**src/rtl/imf_pkg.sv**
```systemverilog
// Shared constants, types and helpers of the median filter.
// No dependencies.
`default_nettype none
package imf_pkg;
  localparam int MAX_RADIUS_DEF   = 2;
  localparam int MAX_WIDTH_DEF    = 1024;
  localparam int MAX_CHANNELS_DEF = 4;

  // register indexes of the configuration port
  localparam logic [1:0] REG_RADIUS   = 2'd0;
  localparam logic [1:0] REG_WIDTH    = 2'd1;
  localparam logic [1:0] REG_HEIGHT   = 2'd2;
  localparam logic [1:0] REG_CHANNELS = 2'd3;

  typedef struct packed {
    logic clear;
    logic insert;
  } sort_ctl_t;

  // address bits for a count of values, at least one
  function automatic int wbits(input int count);
    int b;
    b = $clog2(count);
    return (b < 1) ? 1 : b;
  endfunction
endpackage
`default_nettype wire

```
**src/rtl/imf_sorter.sv**
```systemverilog
// Insertion sorter: a row of cells kept in ascending order, one value a cycle.
// Depends on imf_pkg.
`default_nettype none
module imf_sorter #(
  parameter int MAX_RADIUS = imf_pkg::MAX_RADIUS_DEF
) (
  input  wire logic              clk,
  input  wire logic              rst,
  input  wire imf_pkg::sort_ctl_t ctl,
  input  wire logic [7:0]        value,
  input  wire logic [1:0]        radius,
  output logic      [7:0]        median
);
  localparam int SIDE = 2 * MAX_RADIUS + 1;
  localparam int N    = SIDE * SIDE;
  localparam int CNTW = $clog2(N + 1);

  logic [7:0]      sorted [0:N-1];
  logic [CNTW-1:0] cnt;
  logic [N-1:0]    gt;

  always_comb begin
    for (int i = 0; i < N; i++) begin
      gt[i] = (i >= int'(cnt)) || (sorted[i] > value);
    end
  end

  always_ff @(posedge clk) begin
    if (rst || ctl.clear) begin
      cnt <= '0;
    end else if (ctl.insert) begin
      cnt <= cnt + CNTW'(1);
    end
  end

  // each cell takes the new value or its lower neighbour once the value ranks below it
  for (genvar g = 0; g < N; g++) begin : g_cell
    if (g == 0) begin : g_first
      always_ff @(posedge clk) begin
        if (ctl.insert && gt[0]) begin
          sorted[0] <= value;
        end
      end
    end else begin : g_rest
      always_ff @(posedge clk) begin
        if (ctl.insert && gt[g]) begin
          sorted[g] <= gt[g-1] ? sorted[g-1] : value;
        end
      end
    end
  end

  always_comb begin
    median = sorted[0];
    for (int k = 1; k <= MAX_RADIUS; k++) begin
      if (int'(radius) == k) begin
        median = sorted[((2*k+1)*(2*k+1))/2];
      end
    end
  end
endmodule
`default_nettype wire

```
**config.mk**
```make
export PLATFORM = sky130hd
export DESIGN_NAME = imf_sorter
export DESIGN_NICKNAME = d
export VERILOG_FILES = /design/src/rtl/imf_pkg.sv /design/src/rtl/imf_sorter.sv
export SDC_FILE = /design/constraint.sdc
export NUM_CORES = 1
export LEC_CHECK = 0
export BUFFER_PORTS_ARGS = -buffer_cell sky130_fd_sc_hd__buf_2
export CAP_MARGIN = 20
export CORE_AREA = 2 2 113 115
export CTS_CLUSTER_DIAMETER = 50
export DETAILED_ROUTE_END_ITERATION = 8
export DIE_AREA = 0 0 115 117
export PLACE_DENSITY = 0.78
export SYNTH_ARGS = -nofsm -noshare
export SYNTH_HDL_FRONTEND = slang
export SYNTH_SLANG_ARGS = --single-unit
```
**constraint.sdc**
```tcl
create_clock -name clk -period 6.5 [get_ports clk]
set_clock_uncertainty 0.1 [all_clocks]
set_input_delay 0.65 -clock clk [delete_from_list [all_inputs] [get_ports clk]]
set_output_delay 0.65 -clock clk [all_outputs]
set_load 0.02 [all_outputs]
```
## Yosys cells after proc, flatten, opt, wreduce, memory -nomap -nowiden

Memory sizes are Yosys's and may differ from the RTL's.
Index checks and enable logic that the tools add are counted.

- Register bits after elaboration: 5
- RAM bits: 200
- Memories kept: 1

Memories:

| memory | depth | bits a word | read ports | clocked after Yosys merged registers in | wr ports | RTL line | RTL |
|---|---|---|---|---|---|---|---|
| sorted | 25 | 8 | 25 | 0 | 25 | imf_sorter.sv:18 | `logic [7:0] sorted [0:N-1];` |

- Add/sub/neg operators: 1
- Order comparisons: 50
- Eq/ne operators: 2
- Mux-type cells: 76
- Reduce and logical (&&, ||, !) cells: 51

Operators by type and width:

| kind | number |
|---|---|
| two-way mux 8 bit | 26 |
| > comparator 8 bit | 25 |
| two-way mux 1 bit | 50 |
| >= comparator 5 bit, first input constant | 9 |
| >= comparator 4 x 5 -> 1 bit, first input constant | 8 |
| logical OR 1 bit | 26 |
| logical AND 1 bit | 25 |
| >= comparator 3 x 5 -> 1 bit, first input constant | 4 |
| >= comparator 1 x 5 -> 1 bit, first input constant | 2 |
| >= comparator 2 x 5 -> 1 bit, first input constant | 2 |
| adder 5 x 1 -> 5 bit, second input constant | 1 |
| == test 2 bit, second input constant | 2 |

## Longest topological paths before layout

- Depth after elaboration: 5
- Gate-level depth with buffers: 9
- Mapped depth without buffers: 7

## Worst setup path after synthesis

Ideal clock, no wire load.

- Path kind: input port to flip-flop
- Start: in value[3]
- End: mem sorted[5][0] (netlist: sorted[0][40]) (enable)
- Setup time: 0.332 ns
- Data arrival time: 2.665 ns
- Data required time: 6.068 ns
- Setup slack: 3.403 ns
- Stages: 9
- Cells stage by stage: clkbuf_1 > inv_1 > ha_1 > nand4_1 > or3b_2 > a21oi_1 > a221o_1 > buf_2 > and2_1

RTL lines:

| element | RTL line | RTL |
|---|---|---|
| start: declaration | imf_sorter.sv:10 | `input wire logic [7:0] value,` |
| end: declaration | imf_sorter.sv:18 |  |

==> results.json <==
{
  "min_period_over_period_pct": 52.3,
  "ios": 22,
  "worst_pin_slew_ns": 1.02,
  "die-width_um": 115,
  "start_util_pct": 60.2,
  "drv_cap": 0,
  "rrSetupSlack_ns": 3.87,
  "drc_errors": 0,
  "crit_type": "input port to flop",
  "diodes": 0,
  "vias_per_cell": 6.42,
  "ir_drop_mv": 0.262,
  "max_stage_delay_ns": 0.46,
  "num_vias": 4978,
  "synth_compound_area_share_pct": 12.3,
  "clk_path_buf_depth": 2,
  "die_y_um": 117,
  "syn-cell-area_mm2": 0.00742,
  "worst_setup_path_start_kind": "input port",
  "synth_simple_gate_area_share_pct": 7.19,
  "hold_depth": 2,
  "wl_per_cell_um": 22.1,
  "synth_fa_ha_area_share_pct": 18.1,
  "fmax_ghz": 0.294,
  "ys_seq_elements": 109,
  "synth.net_count": 728,
  "hold_path.class": "input port to flop",
  "portBuffers": 21,
  "r2r-start": "cnt[1]$_SDFFE_PP0P_",
  "grt_pass1_wl_um": 26500,
  "maxSlewHeadroom_pct": 31.0,
  "slew_violations": 0,
  "clockRootBuffer": "clkbuf_16",
  "grt.total_usage_pct": 26.8,
  "ctsHoldBuffers": 0,
  "cellLeakagePower_nw": 3.06,
  "totalPowerFinal_mw": 1.67,
  "cts_setup_buffers": 0,
  "final_nets": 741,
  "wirelength_um": 17100,
  "yosysWarnings": 0,
  "cts_tree": "built",
  "end_kind": "flop",
  "syn_to_final_growth_pct": 6.87,
  "synthXorXnorAreaFrac_pct": 0.472,
  "drtIter0Drc": 275,
  "htreeDepth": 3,
  "synth.avg_cell_area_um2": 12.2,
  "drtPass1Iterations": 6,
  "die-area_mm2": 0.0135,
  "fin_ws_ns": 3.10,
  "whs_endpoint": "cnt[0]$_SDFFE_PP0P_",
  "clk_latency_ns": 0.37,
  "drive_above_1_share_pct": 23.7,
  "hpwl_um": 12100,
  "gp_congestion": 0.862,
  "synth_flop_cell": "edfxtp_1",
  "row_count": 41,
  "cp.arrival_ns": 3.33,
  "finalCriticalPeriod_ns": 3.40,
  "rsz0062_at_grt": "no",
  "place_ws_ns": 2.77,
  "ys_types": 38,
  "numCtsBuffers": 9,
  "grt_max_degree": 27,
  "grt_pass1_vias": 4969,
  "cts_resized": 0,
  "cp_cell_sequence": "buf_2 > inv_1 > ha_1 > nand2_1 > or3b_2 > a21oi_1 > a221o_1 > and2_1",
  "reg2regPathDepth": 7,
  "yosysSeqAreaShare_pct": 43.5,
  "r2r-end": "sorted[0][74]$_DFFE_PP_",
  "setup_viol": 0,
  "grt-ovfl-total": 0,
  "hold_viol": 0,
  "async_flop_share_pct": 0,
  "synth_mux_area_share_pct": 15.8,
  "synth_top_family_by_area": "adder cells",
  "hold_start": "ctl[1]",
  "cts_sinks": 109,
  "cts.clk_slew.worst_paths_ns": 0.07,
  "status": "completed",
  "crit_required_ns": 6.43,
  "fin_setup_tns_ns": 0,
  "antenna_found_initial": 0,
  "powerDensity_mw_per_mm2": 211,
  "crit_slowest_cell": "or3b_2",
  "synth_edf_count": 104,
  "syn_inst": 607,
  "postRouteAntennaNets": 0,
  "crit_fanout": 14,
  "coreArea_mm2": 0.0123
}
==> critical path: cells and delay by family <==
| kind | cells | cell delay [ns] |
|---|---|---|
| fa+ha+maj | 1 | 0.43 |
| compound gates | 2 | 0.47 |
| buf+inv | 2 | 0.82 |
| simple gates | 3 | 0.94 |
==> cells in the final DEF, fill, tap and decap left out, types with 2 or more instances in the layout <==
| cell | synthesis | final |
|---|---|---|
| o21a_1 | 6 | 6 |
| mux2i_1 | 9 | 9 |
| ha_1 | 107 | 107 |
| a21oi_1 | 57 | 57 |
| nand4_2 | 4 | 4 |
| clkbuf_16 | 0 | 9 |
| o31a_1 | 7 | 7 |
| a311oi_4 | 7 | 7 |
| mux2_2 | 96 | 96 |
| nand4_1 | 14 | 14 |
| o211ai_1 | 3 | 3 |
| xor2_1 | 3 | 3 |
| or3_1 | 3 | 3 |
| a211oi_1 | 10 | 10 |
| buf_2 | 6 | 21 |
| inv_1 | 33 | 33 |
| nor2b_1 | 11 | 11 |
| o21ai_0 | 24 | 24 |
| nand2_1 | 35 | 35 |
| edfxtp_1 | 104 | 104 |
| dfxtp_1 | 5 | 5 |
| clkinv_2 | 0 | 2 |
| clkbuf_1 | 11 | 2 |
| nor2_1 | 28 | 28 |
| nor3_1 | 7 | 7 |
| nand2b_1 | 2 | 2 |
==> sequential cells by signal (all words and copies together) (netlist names) <==
| signal | flops |
|---|---|
| sorted | 104 |
| cnt | 5 |
==> worst max-delay path by stage <==
stage                     startpoint                 endpoint  slack [ns]  cells after the start
after global placement      value[7]  sorted[0][40]$_DFFE_PP_        2.86                      8
after CTS                   value[7]  sorted[0][44]$_DFFE_PP_        3.15                      8
after global routing        value[7]  sorted[0][45]$_DFFE_PP_        2.94                      8
final                       value[6]  sorted[0][43]$_DFFE_PP_        3.10                      8
after floorplan             value[3]  sorted[0][40]$_DFFE_PP_        3.40                      9
after detailed placement    value[7]  sorted[0][47]$_DFFE_PP_        2.77                      8
==> cell type report <==
cell class | count | area (um2)
clock buffer | 12 | 246
clock inverter | 4 | 48.8
fill | 907 | 4390
inverter | 33 | 124
multi-input combinational | 446 | 3990
sequential | 109 | 3220
tap | 150 | 188
timing repair buffer | 21 | 105
==> power breakdown <==
part	switching, mW	internal (mW)	leakage, nW
logic	0.161	0.105	1.85
clock network	0.250	0.310	0.147
registers	0.0310	0.817	1.06
total	0.442	1.23	3.06
==> cells in the mapped netlist (2+ instances only) <==
cell | instances | share of area, %
a211oi_1 | 10 | 1.0
a21oi_1 | 57 | 3.8
a311oi_4 | 7 | 2.5
buf_1 | 2 | 0.10
buf_2 | 6 | 0.40
clkbuf_1 | 11 | 0.56
dfxtp_1 | 5 | 1.3
edfxtp_1 | 104 | 42
ha_1 | 107 | 18
inv_1 | 33 | 1.7
mux2_2 | 96 | 15
mux2i_1 | 9 | 1.2
nand2_1 | 35 | 1.8
nand2b_1 | 2 | 0.17
nand4_1 | 14 | 1.2
nand4_2 | 4 | 0.67
nor2_1 | 28 | 1.4
nor2b_1 | 11 | 0.93
nor3_1 | 7 | 0.47
o211ai_1 | 3 | 0.30
o21a_1 | 6 | 0.61
o21ai_0 | 24 | 1.6
o31a_1 | 7 | 0.83
or3_1 | 3 | 0.25
xor2_1 | 3 | 0.35
==> through the flow <==
stage | utilization [%] | hold slack (ns) | cell area (um2) | instances
after floorplan | - | 0.449 | 7420 | 607
after global placement | 62.0 | 0.469 | 7630 | 759
after detailed placement | 62.0 | 0.475 | 7630 | 759
after CTS | 64.4 | 0.393 | 7930 | 775
after global routing | 64.4 | 0.401 | 7930 | 775
final | 64.4 | 0.406 | 7930 | 775
==> routing by layer <==
metal  up-vias  part of all wire [%]  track usage [%]
met3        49                   5.4             6.75
met2       161                    49             44.9
li1       2355                     -                -
met1      2413                    42             33.1
met5         -                     0                0
met4         0                   3.5             11.4
==> cells by family (layout without fill, tap and decap cells) <==
group	after synthesis	after routing
buffers and inverters	52	70
multiplexers	105	105
XOR/XNOR	4	4
flip-flops	109	109
adder cells (fa/ha/maj)	107	107
AND/OR/NAND/NOR	107	107
AO/OA/AOI/OAI	123	123
Power figures use the tool's default switching activity.
